## config.mk

```make
export PLATFORM = sky130hd
export DESIGN_NAME = aes_control
export DESIGN_NICKNAME = d
export VERILOG_FILES = /design/src/hw/rtl/aes_pkg.sv /design/src/hw/rtl/aes_control.sv
export SDC_FILE = /design/constraint.sdc
export NUM_CORES = 1
export LEC_CHECK = 0
export ABC_CLOCK_PERIOD_IN_PS = 5650
export BUFFER_PORTS_ARGS = -buffer_cell sky130_fd_sc_hd__buf_2
export CORE_MARGIN = 2
export CORE_UTILIZATION = 57
export DETAILED_ROUTE_END_ITERATION = 16
export PLACE_DENSITY = 0.94
export RECOVER_POWER = 25
export SYNTH_ARGS = -nofsm -noshare
export SYNTH_HDL_FRONTEND = slang
export SYNTH_SLANG_ARGS = --single-unit
```

## constraint.sdc

```tcl
create_clock -name clock -period 5.65 [get_ports clock]
set_input_delay 0.2825 -clock clock [delete_from_list [all_inputs] [get_ports clock]]
set_output_delay 0.2825 -clock clock [all_outputs]
set_load 0.02 [all_outputs]
```

## src/hw/rtl/aes_pkg.sv

```systemverilog
package aes_pkg;

   localparam int BlockWidth = 128;
   localparam int WordWidth = 64;
   localparam int NumRounds = 14;
   localparam int NumRoundKeys = 15;
   localparam int RoundIdxWidth = 4;
   localparam int KeyStepWidth = 6;
   localparam int NumKeySteps = 52;
   localparam int CsrIdxWidth = 3;

   localparam logic [CsrIdxWidth-1:0] CSR_KEY_0 = 3'd0;
   localparam logic [CsrIdxWidth-1:0] CSR_KEY_1 = 3'd1;
   localparam logic [CsrIdxWidth-1:0] CSR_KEY_2 = 3'd2;
   localparam logic [CsrIdxWidth-1:0] CSR_KEY_3 = 3'd3;
   localparam logic [CsrIdxWidth-1:0] CSR_IV_HIGH = 3'd4;
   localparam logic [CsrIdxWidth-1:0] CSR_IV_LOW = 3'd5;
   localparam logic [CsrIdxWidth-1:0] CSR_DIRECTION = 3'd6;
   localparam logic [CsrIdxWidth-1:0] CSR_CHAINING = 3'd7;

   // Commands from the controller to the datapath.
   typedef struct packed {
      logic                     key_init;
      logic                     key_step;
      logic [KeyStepWidth-1:0]  key_idx;
      logic                     load;
      logic                     round;
      logic [RoundIdxWidth-1:0] round_idx;
      logic                     finish;
   } dp_cmd_type;

   function automatic logic [7:0] sbox(input logic [7:0] a);
      logic [7:0] t [256];
      t = '{
8'h63,8'h7c,8'h77,8'h7b,8'hf2,8'h6b,8'h6f,8'hc5,8'h30,8'h01,8'h67,8'h2b,8'hfe,8'hd7,8'hab,8'h76,
8'hca,8'h82,8'hc9,8'h7d,8'hfa,8'h59,8'h47,8'hf0,8'had,8'hd4,8'ha2,8'haf,8'h9c,8'ha4,8'h72,8'hc0,
8'hb7,8'hfd,8'h93,8'h26,8'h36,8'h3f,8'hf7,8'hcc,8'h34,8'ha5,8'he5,8'hf1,8'h71,8'hd8,8'h31,8'h15,
8'h04,8'hc7,8'h23,8'hc3,8'h18,8'h96,8'h05,8'h9a,8'h07,8'h12,8'h80,8'he2,8'heb,8'h27,8'hb2,8'h75,
8'h09,8'h83,8'h2c,8'h1a,8'h1b,8'h6e,8'h5a,8'ha0,8'h52,8'h3b,8'hd6,8'hb3,8'h29,8'he3,8'h2f,8'h84,
8'h53,8'hd1,8'h00,8'hed,8'h20,8'hfc,8'hb1,8'h5b,8'h6a,8'hcb,8'hbe,8'h39,8'h4a,8'h4c,8'h58,8'hcf,
8'hd0,8'hef,8'haa,8'hfb,8'h43,8'h4d,8'h33,8'h85,8'h45,8'hf9,8'h02,8'h7f,8'h50,8'h3c,8'h9f,8'ha8,
8'h51,8'ha3,8'h40,8'h8f,8'h92,8'h9d,8'h38,8'hf5,8'hbc,8'hb6,8'hda,8'h21,8'h10,8'hff,8'hf3,8'hd2,
8'hcd,8'h0c,8'h13,8'hec,8'h5f,8'h97,8'h44,8'h17,8'hc4,8'ha7,8'h7e,8'h3d,8'h64,8'h5d,8'h19,8'h73,
8'h60,8'h81,8'h4f,8'hdc,8'h22,8'h2a,8'h90,8'h88,8'h46,8'hee,8'hb8,8'h14,8'hde,8'h5e,8'h0b,8'hdb,
8'he0,8'h32,8'h3a,8'h0a,8'h49,8'h06,8'h24,8'h5c,8'hc2,8'hd3,8'hac,8'h62,8'h91,8'h95,8'he4,8'h79,
8'he7,8'hc8,8'h37,8'h6d,8'h8d,8'hd5,8'h4e,8'ha9,8'h6c,8'h56,8'hf4,8'hea,8'h65,8'h7a,8'hae,8'h08,
8'hba,8'h78,8'h25,8'h2e,8'h1c,8'ha6,8'hb4,8'hc6,8'he8,8'hdd,8'h74,8'h1f,8'h4b,8'hbd,8'h8b,8'h8a,
8'h70,8'h3e,8'hb5,8'h66,8'h48,8'h03,8'hf6,8'h0e,8'h61,8'h35,8'h57,8'hb9,8'h86,8'hc1,8'h1d,8'h9e,
8'he1,8'hf8,8'h98,8'h11,8'h69,8'hd9,8'h8e,8'h94,8'h9b,8'h1e,8'h87,8'he9,8'hce,8'h55,8'h28,8'hdf,
8'h8c,8'ha1,8'h89,8'h0d,8'hbf,8'he6,8'h42,8'h68,8'h41,8'h99,8'h2d,8'h0f,8'hb0,8'h54,8'hbb,8'h16};
      return t[a];
   endfunction

   function automatic logic [7:0] inv_sbox(input logic [7:0] a);
      logic [7:0] t [256];
      t = '{
8'h52,8'h09,8'h6a,8'hd5,8'h30,8'h36,8'ha5,8'h38,8'hbf,8'h40,8'ha3,8'h9e,8'h81,8'hf3,8'hd7,8'hfb,
8'h7c,8'he3,8'h39,8'h82,8'h9b,8'h2f,8'hff,8'h87,8'h34,8'h8e,8'h43,8'h44,8'hc4,8'hde,8'he9,8'hcb,
8'h54,8'h7b,8'h94,8'h32,8'ha6,8'hc2,8'h23,8'h3d,8'hee,8'h4c,8'h95,8'h0b,8'h42,8'hfa,8'hc3,8'h4e,
8'h08,8'h2e,8'ha1,8'h66,8'h28,8'hd9,8'h24,8'hb2,8'h76,8'h5b,8'ha2,8'h49,8'h6d,8'h8b,8'hd1,8'h25,
8'h72,8'hf8,8'hf6,8'h64,8'h86,8'h68,8'h98,8'h16,8'hd4,8'ha4,8'h5c,8'hcc,8'h5d,8'h65,8'hb6,8'h92,
8'h6c,8'h70,8'h48,8'h50,8'hfd,8'hed,8'hb9,8'hda,8'h5e,8'h15,8'h46,8'h57,8'ha7,8'h8d,8'h9d,8'h84,
8'h90,8'hd8,8'hab,8'h00,8'h8c,8'hbc,8'hd3,8'h0a,8'hf7,8'he4,8'h58,8'h05,8'hb8,8'hb3,8'h45,8'h06,
8'hd0,8'h2c,8'h1e,8'h8f,8'hca,8'h3f,8'h0f,8'h02,8'hc1,8'haf,8'hbd,8'h03,8'h01,8'h13,8'h8a,8'h6b,
8'h3a,8'h91,8'h11,8'h41,8'h4f,8'h67,8'hdc,8'hea,8'h97,8'hf2,8'hcf,8'hce,8'hf0,8'hb4,8'he6,8'h73,
8'h96,8'hac,8'h74,8'h22,8'he7,8'had,8'h35,8'h85,8'he2,8'hf9,8'h37,8'he8,8'h1c,8'h75,8'hdf,8'h6e,
8'h47,8'hf1,8'h1a,8'h71,8'h1d,8'h29,8'hc5,8'h89,8'h6f,8'hb7,8'h62,8'h0e,8'haa,8'h18,8'hbe,8'h1b,
8'hfc,8'h56,8'h3e,8'h4b,8'hc6,8'hd2,8'h79,8'h20,8'h9a,8'hdb,8'hc0,8'hfe,8'h78,8'hcd,8'h5a,8'hf4,
8'h1f,8'hdd,8'ha8,8'h33,8'h88,8'h07,8'hc7,8'h31,8'hb1,8'h12,8'h10,8'h59,8'h27,8'h80,8'hec,8'h5f,
8'h60,8'h51,8'h7f,8'ha9,8'h19,8'hb5,8'h4a,8'h0d,8'h2d,8'he5,8'h7a,8'h9f,8'h93,8'hc9,8'h9c,8'hef,
8'ha0,8'he0,8'h3b,8'h4d,8'hae,8'h2a,8'hf5,8'hb0,8'hc8,8'heb,8'hbb,8'h3c,8'h83,8'h53,8'h99,8'h61,
8'h17,8'h2b,8'h04,8'h7e,8'hba,8'h77,8'hd6,8'h26,8'he1,8'h69,8'h14,8'h63,8'h55,8'h21,8'h0c,8'h7d};
      return t[a];
   endfunction

endpackage

```

## src/hw/rtl/aes_control.sv

```systemverilog
module aes_control (
   input  logic                clock,
   input  logic                reset,
   input  logic                keys_ready,
   input  logic                decrypt,
   input  logic                req_fire,
   input  logic                rsp_free,
   output logic                busy,
   output logic                key_done,
   output logic                rsp_load,
   output aes_pkg::dp_cmd_type cmd
);
   import aes_pkg::*;

   typedef enum logic [4:0] {
      ST_IDLE   = 5'b00001,
      ST_KEY    = 5'b00010,
      ST_ROUND  = 5'b00100,
      ST_FINISH = 5'b01000,
      ST_HOLD   = 5'b10000
   } state_type;

   state_type state_ff, state_in;
   logic [KeyStepWidth-1:0]  kidx_ff, kidx_in;
   logic [RoundIdxWidth-1:0] rnd_ff, rnd_in;
   logic                     started_ff, started_in;

   always_comb begin
      state_in = state_ff;
      kidx_in = kidx_ff;
      rnd_in = rnd_ff;
      started_in = started_ff;
      cmd = '0;
      busy = 1'b1;
      key_done = 1'b0;
      rsp_load = 1'b0;
      unique case (state_ff)
         ST_IDLE: begin
            busy = 1'b0;
            if (req_fire) begin
               cmd.load = 1'b1;
               if (!keys_ready) begin
                  cmd.key_init = 1'b1;
                  kidx_in = KeyStepWidth'(8);
                  state_in = ST_KEY;
               end else begin
                  state_in = ST_ROUND;
               end
               rnd_in = decrypt ? RoundIdxWidth'(NumRounds) : '0;
               cmd.round_idx = rnd_in;
               started_in = 1'b0;
            end
         end
         ST_KEY: begin
            cmd.key_step = 1'b1;
            cmd.key_idx = kidx_ff;
            kidx_in = kidx_ff + 1'b1;
            if (kidx_ff == KeyStepWidth'(NumKeySteps + 7)) begin
               key_done = 1'b1;
               state_in = ST_ROUND;
            end
            // Address the first round key during every key step.
            cmd.round_idx = rnd_ff;
         end
         ST_ROUND: begin
            cmd.round_idx = rnd_ff;
            if (!started_ff) begin
               // Wait for the registered key read.
               started_in = 1'b1;
            end else begin
               cmd.round = 1'b1;
               if (decrypt) begin
                  rnd_in = rnd_ff - 1'b1;
               end else begin
                  rnd_in = rnd_ff + 1'b1;
               end
               cmd.round_idx = rnd_in;
               if ((decrypt && rnd_ff == '0) ||
                   (!decrypt && rnd_ff == RoundIdxWidth'(NumRounds))) begin
                  state_in = ST_FINISH;
               end
            end
         end
         ST_FINISH: begin
            cmd.finish = 1'b1;
            state_in = ST_HOLD;
         end
         ST_HOLD: begin
            if (rsp_free) begin
               rsp_load = 1'b1;
               state_in = ST_IDLE;
            end
         end
         default: begin
            state_in = ST_IDLE;
         end
      endcase
   end

   always_ff @(posedge clock) begin
      if (reset) begin
         state_ff <= ST_IDLE;
         kidx_ff <= '0;
         rnd_ff <= '0;
         started_ff <= 1'b0;
      end else begin
         state_ff <= state_in;
         kidx_ff <= kidx_in;
         rnd_ff <= rnd_in;
         started_ff <= started_in;
      end
   end

endmodule

```

Word level (Yosys, flattened, before mapping). Cells that the tools add are included.

Bits in registers: 16. Latch bits: 0. RAM bits: 0. Memories kept: 0. Logic and storage cells: 64. Output and inout port bits: 18. Bits of input ports: 6. Bits in read-only memories: 0.

Divide/modulo/power cells: 0. Shift-type cells: 0. Multipliers: 0. Reduce and logical (&&, ||, !) cells: 11. Add/subtract/negate cells: 3. Equality and inequality tests: 13. Bitwise operators: 0. Mux-type cells: 33. $lt $le $gt $ge: 0.

Operators with widths (count): 5-bit two-way mux (6); 5-bit case mux with 5 select lines (1); 4-bit two-way mux (5); 1-bit two-way mux (13); 6-bit two-way mux (2); 2-bit != test, second input constant (6); 4-bit case mux with 3 select lines (1); 6-bit case mux with 2 select lines (1); 4-bit case mux with 2 select lines (1); 7-bit two-way mux (1); 6-bit by 1-bit adder with 6-bit output, second input constant (1); 6-bit == test, second input constant (1); 3-bit AND reduction (2); 5-bit by 1-bit == test with 1-bit output, second input constant (1); 5-bit by 2-bit == test with 1-bit output, second input constant (1); 5-bit by 3-bit == test with 1-bit output, second input constant (1); 5-bit by 4-bit == test with 1-bit output, second input constant (1); 5-bit == test, second input constant (1); 5-bit AND reduction (1); 4-bit by 1-bit adder with 4-bit output, second input constant (1); 4-bit == test, second input constant (1); 4-bit zero test (1); 2-bit nonzero test (2); 4-bit by 1-bit subtractor with 4-bit output, second input constant (1); 6 further kinds (7).

Longest topological paths before layout.
Depth in word-level cells: 6. Mapped depth: 7. Depth with buffers taken out: 6.

Least setup slack after synthesis. OpenSTA, ideal clock, no wires.

Path type: flip-flop to output port. From: register state_ff[3]. To: output cmd[1] (netlist name). Arrival: 1.956 ns. Buffers on the path: 2. Slack: 3.412 ns. Required time: 5.368 ns. Stages on the path, launching flop included: 8. Cells stage by stage: dfxtp_1 > buf_6 > or4b_4 > nor2_1 > and2_1 > clkbuf_1 > nor2_1 > a21oi_1.

RTL lines: from (decl) (line aes_control.sv:23) `state_type state_ff, state_in;`; from (signal assigned) (line aes_control.sv:107) `state_ff <= state_in;`; to (decl) (line aes_control.sv:11) `output aes_pkg::dp_cmd_type cmd`.

==> results.json <==
{
  "outcome": "completed",
  "area_growth_pct": 11.9,
  "drv_cap": 0,
  "postCtsHoldBufs": 0,
  "switchingPower_uw": 98.9,
  "ys_types": 42,
  "antenna_found_initial": 0,
  "num_rows": 15,
  "start_util_pct": 61.2,
  "clockBufferDepth": 2,
  "drcViolationCount": 0,
  "power_density_nw_per_um2": 245,
  "die-area_um2": 2240,
  "final_common_cell": "buf_2",
  "setup_viol": 0,
  "synth_fp_nets": 142,
  "netSwitchingFraction_pct": 33.7,
  "clk_pin_slew_worst_paths_ns": 0.10,
  "nNetsFinal": 160,
  "chipWidth_um": 47.3,
  "wire_per_inst_um": 14.0,
  "syn_area_um2": 1070,
  "finalCritPeriodShare_pct": 48.0,
  "place_congestion": 0.807,
  "cts_setup_buffers": 0,
  "synth_area_leaders": "dfxtp_1 (30%), xor2_1 (5.7%), and2_1 (4.7%), a21oi_1 (4.2%), nor2_1 (3.9%)",
  "io_pins": 24,
  "hpwl_mm": 1.74,
  "drive_gt1_share_pct": 18.1,
  "cp.required_ns": 5.37,
  "cts_sinks": 16,
  "rsz0062_at_grt": "no",
  "gr-total-overflow": 0,
  "internal-power_uw": 195,
  "grt_pass1_wl_mm": 3.66,
  "yosysTopAreaCellShare_pct": 30.0,
  "min_path_type": "input pin to flip-flop",
  "critPathArrivalTime_ns": 2.43,
  "hold_viol": 0,
  "fin_skew_ns": 0.0117,
  "grt_pass1_vias": 890,
  "drv_slew": 0,
  "diodes": 0,
  "clock_latency_ns": 0.30,
  "start_kind": "flip-flop",
  "grt_max_degree": 18,
  "track_usage_pct": 23.2,
  "drt_first_pass_iters": 4,
  "tritoncts": "done",
  "critPathKind": "flip-flop to output pin",
  "clock_power_share_pct": 26.4,
  "cts_resized": 0,
  "final_util_pct": 68.5,
  "avgSynthCellArea_um2": 8.09,
  "via_per_inst": 5.98,
  "ys_ff_latch": 16,
  "slew_headroom_pct": 48.0,
  "fin_crit_ns": 2.71,
  "worst_pin_slew_ns": 0.773,
  "drtIter0Drc": 26,
  "ys_dominant_reg_cell": "dfxtp_1",
  "combPwrFrac_pct": 28.5,
  "syn_inst": 132,
  "worst_setup_path_end_kind": "output pin",
  "ant_nets": 0,
  "seqPwrFrac_pct": 45.1,
  "vias": 1041,
  "peakVddDrop_v": 0.000151,
  "yosys.area.top_type": "dfxtp_1",
  "async_flop_share_pct": 0,
  "cts_root_buf": "clkbuf_4",
  "leakagePower_uw": 0.000554,
  "core_area_um2": 1750,
  "fmax_mhz": 369,
  "cts_buffers": 3,
  "routed_wl_mm": 2.43,
  "tns_ns": 0,
  "htreeDepth": 1,
  "mostFrequentLayoutCells": "buf_2 (20), dfxtp_1 (16), nor2_1 (11), a21oi_1 (9)",
  "synth-seq-area-share_pct": 30.0,
  "yosysWarnings": 0,
  "path_max_fanout": 8,
  "rrSetupSlack_ns": 3.41,
  "port_buffers": 23,
  "die_h_um": 47.3,
  "synth_edf_count": 0
}
-- cells by family (layout without fill, tap and decap cells) --
family                   Yosys count  in the layout  synth area share [%]
adder cells (fa/ha/maj)            4              4                  5.39
flip-flops                        16             16                  30.0
buffers and inverters             15             32                  6.56
AND/OR/NAND/NOR                   60             60                  32.0
AO/OA/AOI/OAI                     26             26                  16.7
XOR/XNOR                           9              9                  7.38
multiplexers                       2              2                  1.99
-- state kept, by name, summed over array words and instances, names as in the netlist --
signal / cells
kidx_ff: 6
state_ff: 5
rnd_ff: 4
started_ff: 1
-- area by class of cell --
class | count | area (um^2)
clock buffers | 4 | 36.3
fillers | 147 | 549
inverters | 5 | 18.8
multi-input cells | 101 | 678
flip-flops and latches | 16 | 320
well taps | 25 | 31.3
repair buffers | 23 | 111
-- metrics by stage --
step                      std cells  hold slack, ns  setup WS (ns)  power [uW]  area (um^2)
after floorplan                 132           0.469           3.41         197         1070
after global placement          170           0.492           3.39         212         1160
after detailed placement        170           0.503           3.31         217         1160
after CTS                       174           0.345           2.96         293         1200
after global routing            174           0.362           2.71         306         1200
final                           174           0.360           2.94         293         1200
-- cell usage after synthesis (2+ instances only) --
library cell,number
a221oi_1,3
dfxtp_1,16
nand2b_1,2
buf_2,2
clkbuf_1,5
a221o_1,4
xor2_1,7
xnor2_1,2
nor3_1,7
a21oi_1,9
nand3_1,4
inv_1,5
nand4_1,3
a21o_1,2
and2_1,8
and3_1,2
ha_1,3
nor2b_1,4
nor2_1,11
nand2_1,8
o21ai_0,4
-- worst max-delay path, cell delays in order, from the launching register on --
cell,delay (ns)
dfxtp_1,0.49
or4b_4,0.51
or2_0,0.30
o21ai_0,0.44
inv_1,0.08
a21oi_1,0.14
buf_2,0.17
-- routing by layer --
| metal | track usage (%) | vias up | share of wire [%] |
|---|---|---|---|
| met1 | 27.4 | 472 | 44 |
| met3 | 3.85 | 7 | 6.3 |
| met4 | 12.8 | 0 | 2.4 |
| li1 | - | 505 | - |
| met2 | 39.5 | 57 | 48 |
| met5 | 0 | - | 0 |
-- power groups by stage --
stage               Clock, uW  Combinational (uW)  Sequential, uW
detailed placement          0                82.6             134
finish                   77.4                83.8             132
global placement            0                78.5             133
floorplan                   0                69.9             127
CTS                      78.7                83.1             132
global route             81.8                90.8             134
-- path summary, 6_finish.rpt --
kind                            start                       to  cells after the start
max          state_ff[2]$_SDFFE_PP0P_                   cmd[1]                      6
min                             reset   rnd_ff[2]$_SDFFE_PP0P_                      2
max reg2reg  state_ff[2]$_SDFFE_PP0P_   rnd_ff[1]$_SDFFE_PP0P_                      5
min reg2reg   kidx_ff[1]$_SDFFE_PP0P_  kidx_ff[1]$_SDFFE_PP0P_                      2
(Power assumes the default switching activity.)
